==> src/design/unv_pkg.sv <==
// Shared types and constants for the UTF-8 name validator.
package unv_pkg;

  // Verdict codes carried on the result item
  typedef enum logic [1:0] {
    CAUSE_NONE     = 2'd0,
    CAUSE_EMOJI    = 2'd1,
    CAUSE_ENCODING = 2'd2
  } cause_e;

  // Byte that can open an emoji pair
  typedef enum logic [2:0] {
    PFX_NONE = 3'd0,
    PFX_F0   = 3'd1,
    PFX_C2   = 3'd2,
    PFX_E2   = 3'd3,
    PFX_EE   = 3'd4
  } prefix_e;

  localparam int unsigned ByteW = 8;
  localparam int unsigned LenW  = 3;   // lead length 0..4
  localparam int unsigned ContW = 2;   // pending continuation bytes

  localparam logic [ByteW-1:0] PairLoF0 = 8'h90;
  localparam logic [ByteW-1:0] PairHiF0 = 8'h9f;
  localparam logic [ByteW-1:0] PairLoC2 = 8'ha9;
  localparam logic [ByteW-1:0] PairHiC2 = 8'hae;
  localparam logic [ByteW-1:0] PairLoE2 = 8'h80;
  localparam logic [ByteW-1:0] PairLoE2b = 8'ha1;
  localparam logic [ByteW-1:0] PairHiE2b = 8'haf;

  // One classified byte, passed from the front to the back
  typedef struct packed {
    prefix_e         prefix;    // this byte as the first of a pair
    logic            hit_9x;    // this byte in 90..9F (after F0 or EE)
    logic            hit_c2;    // this byte in A9..AE (after C2)
    logic            hit_e2;    // this byte in 80..9F or A1..AF (after E2)
    logic [LenW-1:0] lead_len;  // leading ones, at most four
    logic            plain_ok;  // digit, letter or underscore
    logic            cont_ok;   // at least 0x80
    logic            last;
  } unv_item_t;

endpackage

==> src/design/unv_front.sv <==
// Front stage: accepts bytes and classifies each one on its own.
module unv_front import unv_pkg::*; (
  input  logic             clk_i,
  input  logic             rst_ni,
  input  logic             in_valid_i,
  output logic             in_stall_o,
  input  logic [ByteW-1:0] name_byte_i,
  input  logic             last_byte_i,
  output logic             item_valid_o,
  input  logic             item_taken_i,
  output unv_item_t        item_o
);

  logic      valid_q, valid_d;
  unv_item_t item_q, item_d;
  logic      load;

  // Hold while the classified item waits for the queue
  assign in_stall_o = valid_q && !item_taken_i;
  assign load       = in_valid_i && !in_stall_o;
  assign valid_d    = load || (valid_q && !item_taken_i);

  // Classify the incoming byte
  always_comb begin
    logic [ByteW-1:0] b;
    b = name_byte_i;
    item_d = '0;
    unique case (b)
      8'hf0:   item_d.prefix = PFX_F0;
      8'hc2:   item_d.prefix = PFX_C2;
      8'he2:   item_d.prefix = PFX_E2;
      8'hee:   item_d.prefix = PFX_EE;
      default: item_d.prefix = PFX_NONE;
    endcase
    item_d.hit_9x = (b >= PairLoF0) && (b <= PairHiF0);
    item_d.hit_c2 = (b >= PairLoC2) && (b <= PairHiC2);
    item_d.hit_e2 = ((b >= PairLoE2) && (b <= PairHiF0)) ||
                    ((b >= PairLoE2b) && (b <= PairHiE2b));
    if (!b[7])      item_d.lead_len = LenW'(0);
    else if (!b[6]) item_d.lead_len = LenW'(1);
    else if (!b[5]) item_d.lead_len = LenW'(2);
    else if (!b[4]) item_d.lead_len = LenW'(3);
    else            item_d.lead_len = LenW'(4);
    item_d.plain_ok = ((b >= 8'h30) && (b <= 8'h39)) ||
                      ((b >= 8'h61) && (b <= 8'h7a)) ||
                      ((b >= 8'h41) && (b <= 8'h5a)) ||
                      (b == 8'h5f);
    item_d.cont_ok = b[7];
    item_d.last    = last_byte_i;
  end

  always_ff @(posedge clk_i or negedge rst_ni) begin
    if (!rst_ni) begin
      valid_q <= 1'b0;
    end else begin
      valid_q <= valid_d;
    end
  end

  // Capture the classified item on accept
  always_ff @(posedge clk_i) begin
    if (load) begin
      item_q <= item_d;
    end
  end

  assign item_valid_o = valid_q;
  assign item_o       = item_q;

endmodule

==> src/design/unv_fifo.sv <==
// Two-entry queue of classified items between front and back.
module unv_fifo import unv_pkg::*; (
  input  logic      clk_i,
  input  logic      rst_ni,
  input  logic      push_valid_i,
  output logic      push_taken_o,
  input  unv_item_t push_item_i,
  output logic      pop_valid_o,
  input  logic      pop_i,
  output unv_item_t pop_item_o
);

  unv_item_t   mem_q [2];
  logic        wr_ptr_q, wr_ptr_d;
  logic        rd_ptr_q, rd_ptr_d;
  logic [1:0]  count_q, count_d;
  logic        push, pop;

  assign push_taken_o = push_valid_i && (count_q != 2'd2);
  assign push         = push_taken_o;
  assign pop          = pop_i && (count_q != 2'd0);
  assign pop_valid_o  = (count_q != 2'd0);
  assign pop_item_o   = mem_q[rd_ptr_q];

  // Advance pointers and count
  always_comb begin
    wr_ptr_d = wr_ptr_q ^ push;
    rd_ptr_d = rd_ptr_q ^ pop;
    count_d  = count_q + {1'b0, push} - {1'b0, pop};
  end

  always_ff @(posedge clk_i or negedge rst_ni) begin
    if (!rst_ni) begin
      wr_ptr_q <= 1'b0;
      rd_ptr_q <= 1'b0;
      count_q  <= 2'd0;
    end else begin
      wr_ptr_q <= wr_ptr_d;
      rd_ptr_q <= rd_ptr_d;
      count_q  <= count_d;
    end
  end

  // Store the pushed item
  always_ff @(posedge clk_i) begin
    if (push) begin
      mem_q[wr_ptr_q] <= push_item_i;
    end
  end

endmodule

==> src/design/unv_back.sv <==
// Back stage: tracks pair and encoding state and registers the verdict.
module unv_back import unv_pkg::*; (
  input  logic      clk_i,
  input  logic      rst_ni,
  input  logic      item_valid_i,
  output logic      item_pop_o,
  input  unv_item_t item_i,
  output logic      out_valid_o,
  input  logic      out_stall_i,
  output logic      name_rejected_o,
  output logic [1:0] reject_cause_o
);

  prefix_e          prev_q, prev_d;
  logic             have_prev_q, have_prev_d;
  logic [ContW-1:0] cont_q, cont_d;
  logic             emoji_q, emoji_d;
  logic             bad_q, bad_d;
  logic             out_valid_q, out_valid_d;
  logic             rejected_q, rejected_d;
  cause_e           cause_q, cause_d;
  logic             out_free, pair_hit;

  // Take an item unless a last byte would overwrite a waiting verdict
  assign out_free   = !out_valid_q || !out_stall_i;
  assign item_pop_o = item_valid_i && (!item_i.last || out_free);

  // Match the previous byte against this one
  always_comb begin
    unique case (prev_q)
      PFX_F0, PFX_EE: pair_hit = item_i.hit_9x;
      PFX_C2:         pair_hit = item_i.hit_c2;
      PFX_E2:         pair_hit = item_i.hit_e2;
      default:        pair_hit = 1'b0;
    endcase
  end

  // Update scan state and form the verdict
  always_comb begin
    prev_d      = prev_q;
    have_prev_d = have_prev_q;
    cont_d      = cont_q;
    emoji_d     = emoji_q;
    bad_d       = bad_q;
    out_valid_d = out_valid_q && out_stall_i;
    rejected_d  = rejected_q;
    cause_d     = cause_q;
    if (item_pop_o) begin
      emoji_d     = emoji_q || (have_prev_q && pair_hit);
      prev_d      = item_i.prefix;
      have_prev_d = 1'b1;
      if (cont_q == '0) begin
        if (item_i.lead_len == '0) begin
          bad_d = bad_q || !item_i.plain_ok;
        end else begin
          cont_d = ContW'(item_i.lead_len - LenW'(1));
        end
      end else begin
        cont_d = cont_q - ContW'(1);
        bad_d  = bad_q || !item_i.cont_ok;
      end
      if (item_i.last) begin
        out_valid_d = 1'b1;
        if (emoji_d) begin
          rejected_d = 1'b1;
          cause_d    = CAUSE_EMOJI;
        end else if (bad_d) begin
          rejected_d = 1'b1;
          cause_d    = CAUSE_ENCODING;
        end else begin
          rejected_d = 1'b0;
          cause_d    = CAUSE_NONE;
        end
        // Drop scan state for the next name
        prev_d      = PFX_NONE;
        have_prev_d = 1'b0;
        cont_d      = '0;
        emoji_d     = 1'b0;
        bad_d       = 1'b0;
      end
    end
  end

  always_ff @(posedge clk_i or negedge rst_ni) begin
    if (!rst_ni) begin
      prev_q      <= PFX_NONE;
      have_prev_q <= 1'b0;
      cont_q      <= '0;
      emoji_q     <= 1'b0;
      bad_q       <= 1'b0;
      out_valid_q <= 1'b0;
    end else begin
      prev_q      <= prev_d;
      have_prev_q <= have_prev_d;
      cont_q      <= cont_d;
      emoji_q     <= emoji_d;
      bad_q       <= bad_d;
      out_valid_q <= out_valid_d;
    end
  end

  // Hold the verdict payload
  always_ff @(posedge clk_i) begin
    rejected_q <= rejected_d;
    cause_q    <= cause_d;
  end

  assign out_valid_o     = out_valid_q;
  assign name_rejected_o = rejected_q;
  assign reject_cause_o  = cause_q;

endmodule

==> src/design/utf8_name_validator_core.sv <==
// Top level of the UTF-8 name validator: front, queue and back stages.
// Throughput: one byte item per cycle when the output is not stalled.
// A last byte's verdict passes through the front classify register, the two-entry queue
// and then the back verdict register, in that order; a stall can hold it on the way.
// Reset: asynchronous, clears queue, scan state and the output valid.
module utf8_name_validator_core import unv_pkg::*; (
  input  logic             clk_i,
  input  logic             rst_ni,
  input  logic             in_valid_i,
  output logic             in_stall_o,
  input  logic [ByteW-1:0] name_byte_i,
  input  logic             last_byte_i,
  output logic             out_valid_o,
  input  logic             out_stall_i,
  output logic             name_rejected_o,
  output logic [1:0]       reject_cause_o
);

  logic      fr_valid, fr_taken;
  unv_item_t fr_item;
  logic      q_valid, q_pop;
  unv_item_t q_item;

  unv_front u_front (
    .clk_i        (clk_i),
    .rst_ni       (rst_ni),
    .in_valid_i   (in_valid_i),
    .in_stall_o   (in_stall_o),
    .name_byte_i  (name_byte_i),
    .last_byte_i  (last_byte_i),
    .item_valid_o (fr_valid),
    .item_taken_i (fr_taken),
    .item_o       (fr_item)
  );

  unv_fifo u_fifo (
    .clk_i        (clk_i),
    .rst_ni       (rst_ni),
    .push_valid_i (fr_valid),
    .push_taken_o (fr_taken),
    .push_item_i  (fr_item),
    .pop_valid_o  (q_valid),
    .pop_i        (q_pop),
    .pop_item_o   (q_item)
  );

  unv_back u_back (
    .clk_i           (clk_i),
    .rst_ni          (rst_ni),
    .item_valid_i    (q_valid),
    .item_pop_o      (q_pop),
    .item_i          (q_item),
    .out_valid_o     (out_valid_o),
    .out_stall_i     (out_stall_i),
    .name_rejected_o (name_rejected_o),
    .reject_cause_o  (reject_cause_o)
  );

endmodule

==> config.mk <==
export PLATFORM = sky130hd
export DESIGN_NAME = utf8_name_validator_core
export DESIGN_NICKNAME = d
export VERILOG_FILES = /design/src/design/unv_pkg.sv /design/src/design/unv_front.sv /design/src/design/unv_fifo.sv /design/src/design/unv_back.sv /design/src/design/utf8_name_validator_core.sv
export SDC_FILE = /design/constraint.sdc
export NUM_CORES = 1
export LEC_CHECK = 0
export BUFFER_PORTS_ARGS = -buffer_cell sky130_fd_sc_hd__buf_4
export CAP_MARGIN = 20
export CORE_MARGIN = 2
export CORE_UTILIZATION = 30
export CTS_BUF_LIST = sky130_fd_sc_hd__clkbuf_8
export DETAILED_ROUTE_END_ITERATION = 7
export SETUP_SLACK_MARGIN = 0.4
export SLEW_MARGIN = 20
export SYNTH_ARGS = -nofsm -noshare
export SYNTH_HDL_FRONTEND = slang
export SYNTH_SLANG_ARGS = --single-unit
==> constraint.sdc <==
create_clock -name clk_i -period 2.5 [get_ports clk_i]
set_input_delay 0.25 -clock clk_i [delete_from_list [all_inputs] [get_ports clk_i]]
set_output_delay 0.25 -clock clk_i [all_outputs]
set_load 0.02 [all_outputs]
### After elaboration in Yosys (flattened, before gate mapping)

Memory sizes are Yosys's and may differ from the RTL's.
Index checks and enable logic that the tools add are counted.

* register bits after elaboration: 29
* RAM bits: 24
* memories: 1
* input bits: 13
* output and inout port bits: 5
* logic and storage cells: 113

* bitwise gates (word level): 2
* muxes and demuxes: 21
* reductions and logical operators: 39
* magnitude comparators: 13
* equality and inequality tests: 11
* $add $sub $neg: 4

Memory list
* u_fifo.mem_q: words 2, width 12, rd ports 1, clocked after memory_dff 0, wr ports 1, line unv_fifo.sv:13 `unv_item_t mem_q [2];`

Operators by type and width (count)
* 8-bit equality test (second input constant): 4
* 8-bit greater-or-equal comparator (second input constant): 4
* 8-bit less-or-equal comparator (second input constant): 3
* 8-bit by 7-bit greater-or-equal comparator with 1-bit output (second input constant): 2
* 8-bit by 7-bit less-or-equal comparator with 1-bit output (second input constant): 2
* 1-bit logical AND: 14
* 1-bit 2-to-1 mux: 12
* 3-bit case mux with 4 select lines: 1
* 1-bit logical OR: 10
* 2-bit 2-to-1 mux: 5
* 8-bit by 7-bit equality test with 1-bit output (second input constant): 1
* 8-bit by 6-bit greater-or-equal comparator with 1-bit output (second input constant): 1
* 8-bit by 6-bit less-or-equal comparator with 1-bit output (second input constant): 1
* 1-bit logical NOT: 7
* 3-bit by 2-bit equality test with 1-bit output (second input constant): 2
* 3-bit 2-to-1 mux: 2
* 2-bit AND reduction: 3
* 2-bit by 1-bit subtractor with 2-bit output (second input constant): 2
* 3-bit by 1-bit equality test with 1-bit output (second input constant): 1
* 3-bit equality test (second input constant): 1
* 3-bit logical NOT: 1
* 3-bit by 2-bit inequality test with 1-bit output (second input constant): 1
* 1-bit case mux with 3 select lines: 1
* 3-bit AND reduction: 1
* other kinds (7): 8

### Depth between registers and ports, before layout

* word-level depth: 7
* gate-level depth with buffers: 10
* mapped depth without buffers: 8

### Modules after synthesis

From an unflattened synthesis, not the netlist that was laid out.

* cell total of the unflattened synthesis: 169
* area, all modules: 2391.0 um^2

By module, submodules not included
* unv_fifo: area each 1113.6 um^2, cells an instance 55, sequential area each 820.8 um^2, instances 1
* unv_back: area each 664.4 um^2, cells an instance 63, sequential area each 315.3 um^2, instances 1
* unv_front: area each 613.1 um^2, cells an instance 51, sequential area each 385.4 um^2, instances 1

### Worst setup path after synthesis

OpenSTA, ideal clock, no wires.

* path type: register to register
* start point: reg u_fifo.rd_ptr_q
* end point: reg u_fifo.count_q[1]
* required time: 2420 ps
* period minus slack after synthesis: 1982 ps
* stages on the path, launching flop included: 11
* buffers on the path: 2
* setup time: 80 ps
* arrival: 1902 ps
* path slack: 518 ps
* path through: dfrtp_1 -> buf_6 -> mux2_4 -> a31o_4 -> buf_6 -> inv_1 -> ha_1 -> inv_1 -> ha_1 -> xnor2_1 -> xnor2_1

* cells in the longest elaborated chain, start to end: 6

Ends and longest elaborated chain
* from (decl): line unv_fifo.sv:15 `logic rd_ptr_q, rd_ptr_d;`
* from (signal assigned): line unv_fifo.sv:39 `rd_ptr_q <= rd_ptr_d;`
* memory 2 x 12 bit
* 1-bit logical NOT: line unv_back.sv:26 `assign item_pop_o = item_valid_i && (!item_i.last || out_free);`
* 1-bit logical OR: line unv_back.sv:26
* 1-bit logical AND: line unv_back.sv:26
* 1-bit logical AND: line unv_fifo.sv:21 `assign pop = pop_i && (count_q != 2'd0);`
* 2-bit by 1-bit subtractor with 2-bit output: line unv_fifo.sv:29 `count_d = count_q + {1'b0, push} - {1'b0, pop};`
* via u_fifo.count_d[1]: line unv_fifo.sv:16 `logic [1:0] count_q, count_d;`
* to (signal assigned): line unv_fifo.sv:40 `count_q <= count_d;`
* to (decl): line unv_fifo.sv:16

The timed path passes the listed nets, and every way through them passes these cells.
A chain may end at the register's enable or synchronous reset.

### Final worst setup path

Same ends and word-level chain as after synthesis.

==> summary.md <==
| Metric | Value |
|---|---|
| Initial antenna violation count | `0` |
| Wire per inst | `between 10 and 15 um` |
| Worst slack at placement | `roughly 0.62 ns` |
| Max IR drop VDD | `0.0002731 V` |
| # DRC | `0` |
| Yosys top cell by area | `edfxtp_1` |
| Diodes inserted | `0` |
| DIE AREA | `between 8000 and 9000 um2` |
| Cell Rows | `31` |
| Vias | `about 1.2k` |
| Antenna-violating nets left | `0` |
| WL final | `3641 um` |
| Worst-case clock buffer depth | `2` |
| Share of layout cells above drive strength 1 | `just over 20%` |
| Area growth syn-to-layout | `14.13%` |
| Critical path data arrival time | `2.13 ns` |
| Final cell count without fillers | `282` |
| Hpwl dp | `2515 um` |
| Final TNS setup | `0 ns` |
| # nets final | `about 200` |
| Worst-skew pair later-pin latency | `between 0.3 and 0.4 ns` |
| Kind of critical path | `reg2reg` |
| Vias in the first global route | `1203` |
| Die height | `between 90 and 100 um` |
| Critical Path Source Type | `flip-flop` |
| Yosys top cell area share | `about half` |
| Pwr Density | `1116 nW/um2` |
| Core area | `7253 um2` |
| Hold Crit Class | `in2reg` |
| Tmin final | `around 1.9 ns` |
| CTS tree | `built` |
| Clock sink count | `53` |
| CTS buffer count | `5` |
| Dpl cells | `approximately 270` |
| First-pass iteration count of the detailed router | `4` |
| Syn avg cell area | `between 10 and 15 um2` |
| Setup ws final | `0.6065 ns` |
| Worst Setup EP | `u_fifo.count_q[1]` |
| Main area contributors after synthesis | `edfxtp_1, dfrtp_1, mux2i_1` |
| Syn Nets | `about 180` |
| Number of synthesis warnings | `0` |
| Post-synth cell types | `40` |
| R2R Path End | `u_fifo.count_q[1]` |
| Clock Skews | `roughly 0.0024 ns` |
| Max-slew headroom | `55.11%` |
| # fillers | `714` |
| Root Buffer | `clkbuf_8` |
| Ports | `18` |
| Maxcap violations | `0` |
| CP endpoint kind | `flip-flop` |
| Drt via density | `4.387` |
| Worst-Margin Slew | `just under 0.7 ns` |
| Leak | `between 0.001 and 0.0015 uW` |
| Final slew viol count | `0` |
| Largest net degree at the start of global routing | `18` |
| R2R cell count | `8` |
| R2R Path Start | `u_fifo.rd_ptr_q` |
| Reg2reg setup slack | `slightly above 0.6 ns` |
| Post-Syn Area | `~2300 um2` |
| PortBufs | `17` |
| Grt total ovfl | `0` |
| RSZ-0062 raised after global routing | `false` |
| Setup violators final | `0` |
| GP Congestion | `0.7196` |
| Initial DRC count | `53` |
| Setup crit start | `u_fifo.rd_ptr_q` |
| Fin crit share | `~76%` |
| Final Hold Vio Count | `0` |
| Syn Inst Count | `around 160` |
| CP Max Fanout | `12` |
| WP data required | `around 2.7 ns` |
| Reg clk slew, reported paths | `about 0.090 ns` |
| FMAX | `about 0.53 GHz` |
| Seq/Total Area, Yosys | `approximately 67%` |
| Synth Register Bits | `53` |
| Tot Pwr | `around 2900 uW` |
| Die Wd | `~91 um` |
| First-pass GRT wire length | `between 5000 and 6000 um` |
| CTS H-tree lvls | `2` |
| Outcome | `finished clean` |
| Initial Util | `about 31%` |
| Total GRT Usage | `between 9 and 10%` |
-- worst min path at each step --
stage / startpoint / cells past startpoint / to
after floorplan: rst_ni / 0 / u_back.bad_q
after detailed placement: rst_ni / 1 / u_front.item_valid_o
after global routing: last_byte_i / 1 / u_front.item_o[0]
after CTS: last_byte_i / 1 / u_front.item_o[0]
after global placement: rst_ni / 1 / u_front.item_valid_o
final: last_byte_i / 1 / u_front.item_o[0]
-- power breakdown --
group | leakage, uW | internal, uW | total, uW | switching, uW
clock | 0.0000481 | 199 | 487 | 288
combinational | 0.000403 | 422 | 966 | 544
sequential | 0.000550 | 1290 | 1420 | 136
total | 0.00100 | 1910 | 2880 | 967
-- kinds of logic (layout without fill, tap and decap cells) --
family | Yosys count | count (layout) | synth area share, %
AO/OA/AOI/OAI | 27 | 27 | 9.364
XOR/XNOR | 5 | 5 | 1.939
adder cells (fa/ha/maj) | 4 | 4 | 2.216
buffers and inverters | 18 | 39 | 3.823
flip-flops | 53 | 53 | 67.37
multiplexers | 9 | 9 | 4.488
AND/OR/NAND/NOR | 46 | 46 | 10.80
-- critical path, cell delays in order, from the launching register on --
cell and delay (ns):
dfrtp_1 0.40, mux2_4 0.36, a31o_4 0.32, inv_1 0.07, ha_1 0.22, inv_1 0.05, ha_1 0.14, xnor2_1 0.13
xnor2_1 0.13
-- routing by layer --
layer / GRT usage, % / wire (um)
met5: 0 / 0
met4: 3.077 / 39
met3: 2.838 / 155
met2: 14.49 / 1645
met1: 12.10 / 1800
-- stage by stage --
stage / utilization (%) / instance area, um2 / hold slack [ns]
2_1_floorplan: - / 2258 / -0.04559
3_3_place_gp: 34.14 / 2476 / 0.1116
3_5_place_dp: 34.14 / 2476 / 0.1106
4_1_cts: 35.54 / 2577 / 0.1078
5_1_grt: 35.54 / 2577 / 0.1058
6_report: 35.54 / 2577 / 0.1104
-- state kept, by name (all words and copies together), names as in the netlist --
name and cells:
u_fifo.rd_ptr_q 1, u_back.emoji_q 1, u_front.item_o 12, u_back.name_rejected_o 1
u_back.have_prev_q 1, u_back.out_valid_o 1, u_back.bad_q 1, u_fifo.mem_q 24
u_fifo.wr_ptr_q 1, u_back.prev_q 3, u_front.item_valid_o 1, u_fifo.count_q 2
u_back.cont_q 2, u_back.reject_cause_o 2
-- cells in the mapped netlist --
master / count
o31ai_1: 1
a31o_4: 1
nand2b_1: 4
nor3b_1: 1
o31a_1: 1
a21boi_0: 1
mux2_4: 2
o221ai_1: 2
and3b_1: 1
or2_2: 1
nor3_2: 1
mux2_2: 1
nor2_1: 6
a21o_1: 1
inv_1: 12
a21bo_2: 1
buf_4: 1
nand2_1: 12
a22o_1: 1
mux2i_1: 6
clkbuf_1: 3
dfrtp_1: 14
o211ai_1: 1
a21oi_1: 7
nand4b_1: 1
nor4_1: 2
o31ai_2: 3
and2_1: 1
o41ai_1: 1
ha_1: 4
or3_1: 2
xnor2_1: 5
edfxtp_1: 39
nand4_1: 3
nand3b_1: 2
o21ai_0: 5
a211oi_2: 1
buf_6: 2
nand3_1: 3
nor3_1: 6
-- cell type report --
type	instances	area [um2]	area share, %
Sequential cell	53	1521	59.03
Multi-Input combinational cell	91	650.6	25.24
Timing Repair Buffer	19	145.1	5.631
Tap cell	99	123.9	4.806
Clock buffer	5	68.82	2.670
Inverter	12	45.04	1.748
Clock inverter	3	22.52	0.8738
-- cells in the final DEF (no fill, tap or decap), drive strengths merged --
master,count
edfxtp,39
buf,18
dfrtp,14
inv,12
nand2,12
a21oi,7
nor3,7
nor2,6
mux2i,6
xnor2,5
o21ai,5
clkbuf,5
nand2b,4
ha,4
o31ai,4
nand3,3
nand4,3
mux2,3
clkinv,3
or3,2
nor4,2
nand3b,2
o221ai,2
a31o,1
nand4b,1
and3b,1
o31a,1
a211oi,1
or2,1
and2,1
o211ai,1
o41ai,1
a21boi,1
nor3b,1
a22o,1
a21bo,1
a21o,1
dlygate4sd3,1
-- what timing repair did --
item | CTS | global route
setup endpoints to repair | 0 | 0
resized for setup | 0 | 0
hold buffers | 1 | 0
hold endpoints to repair | 14 | 0
setup buffers | 0 | 0
Note: power is estimated with default switching activity, not from simulation.
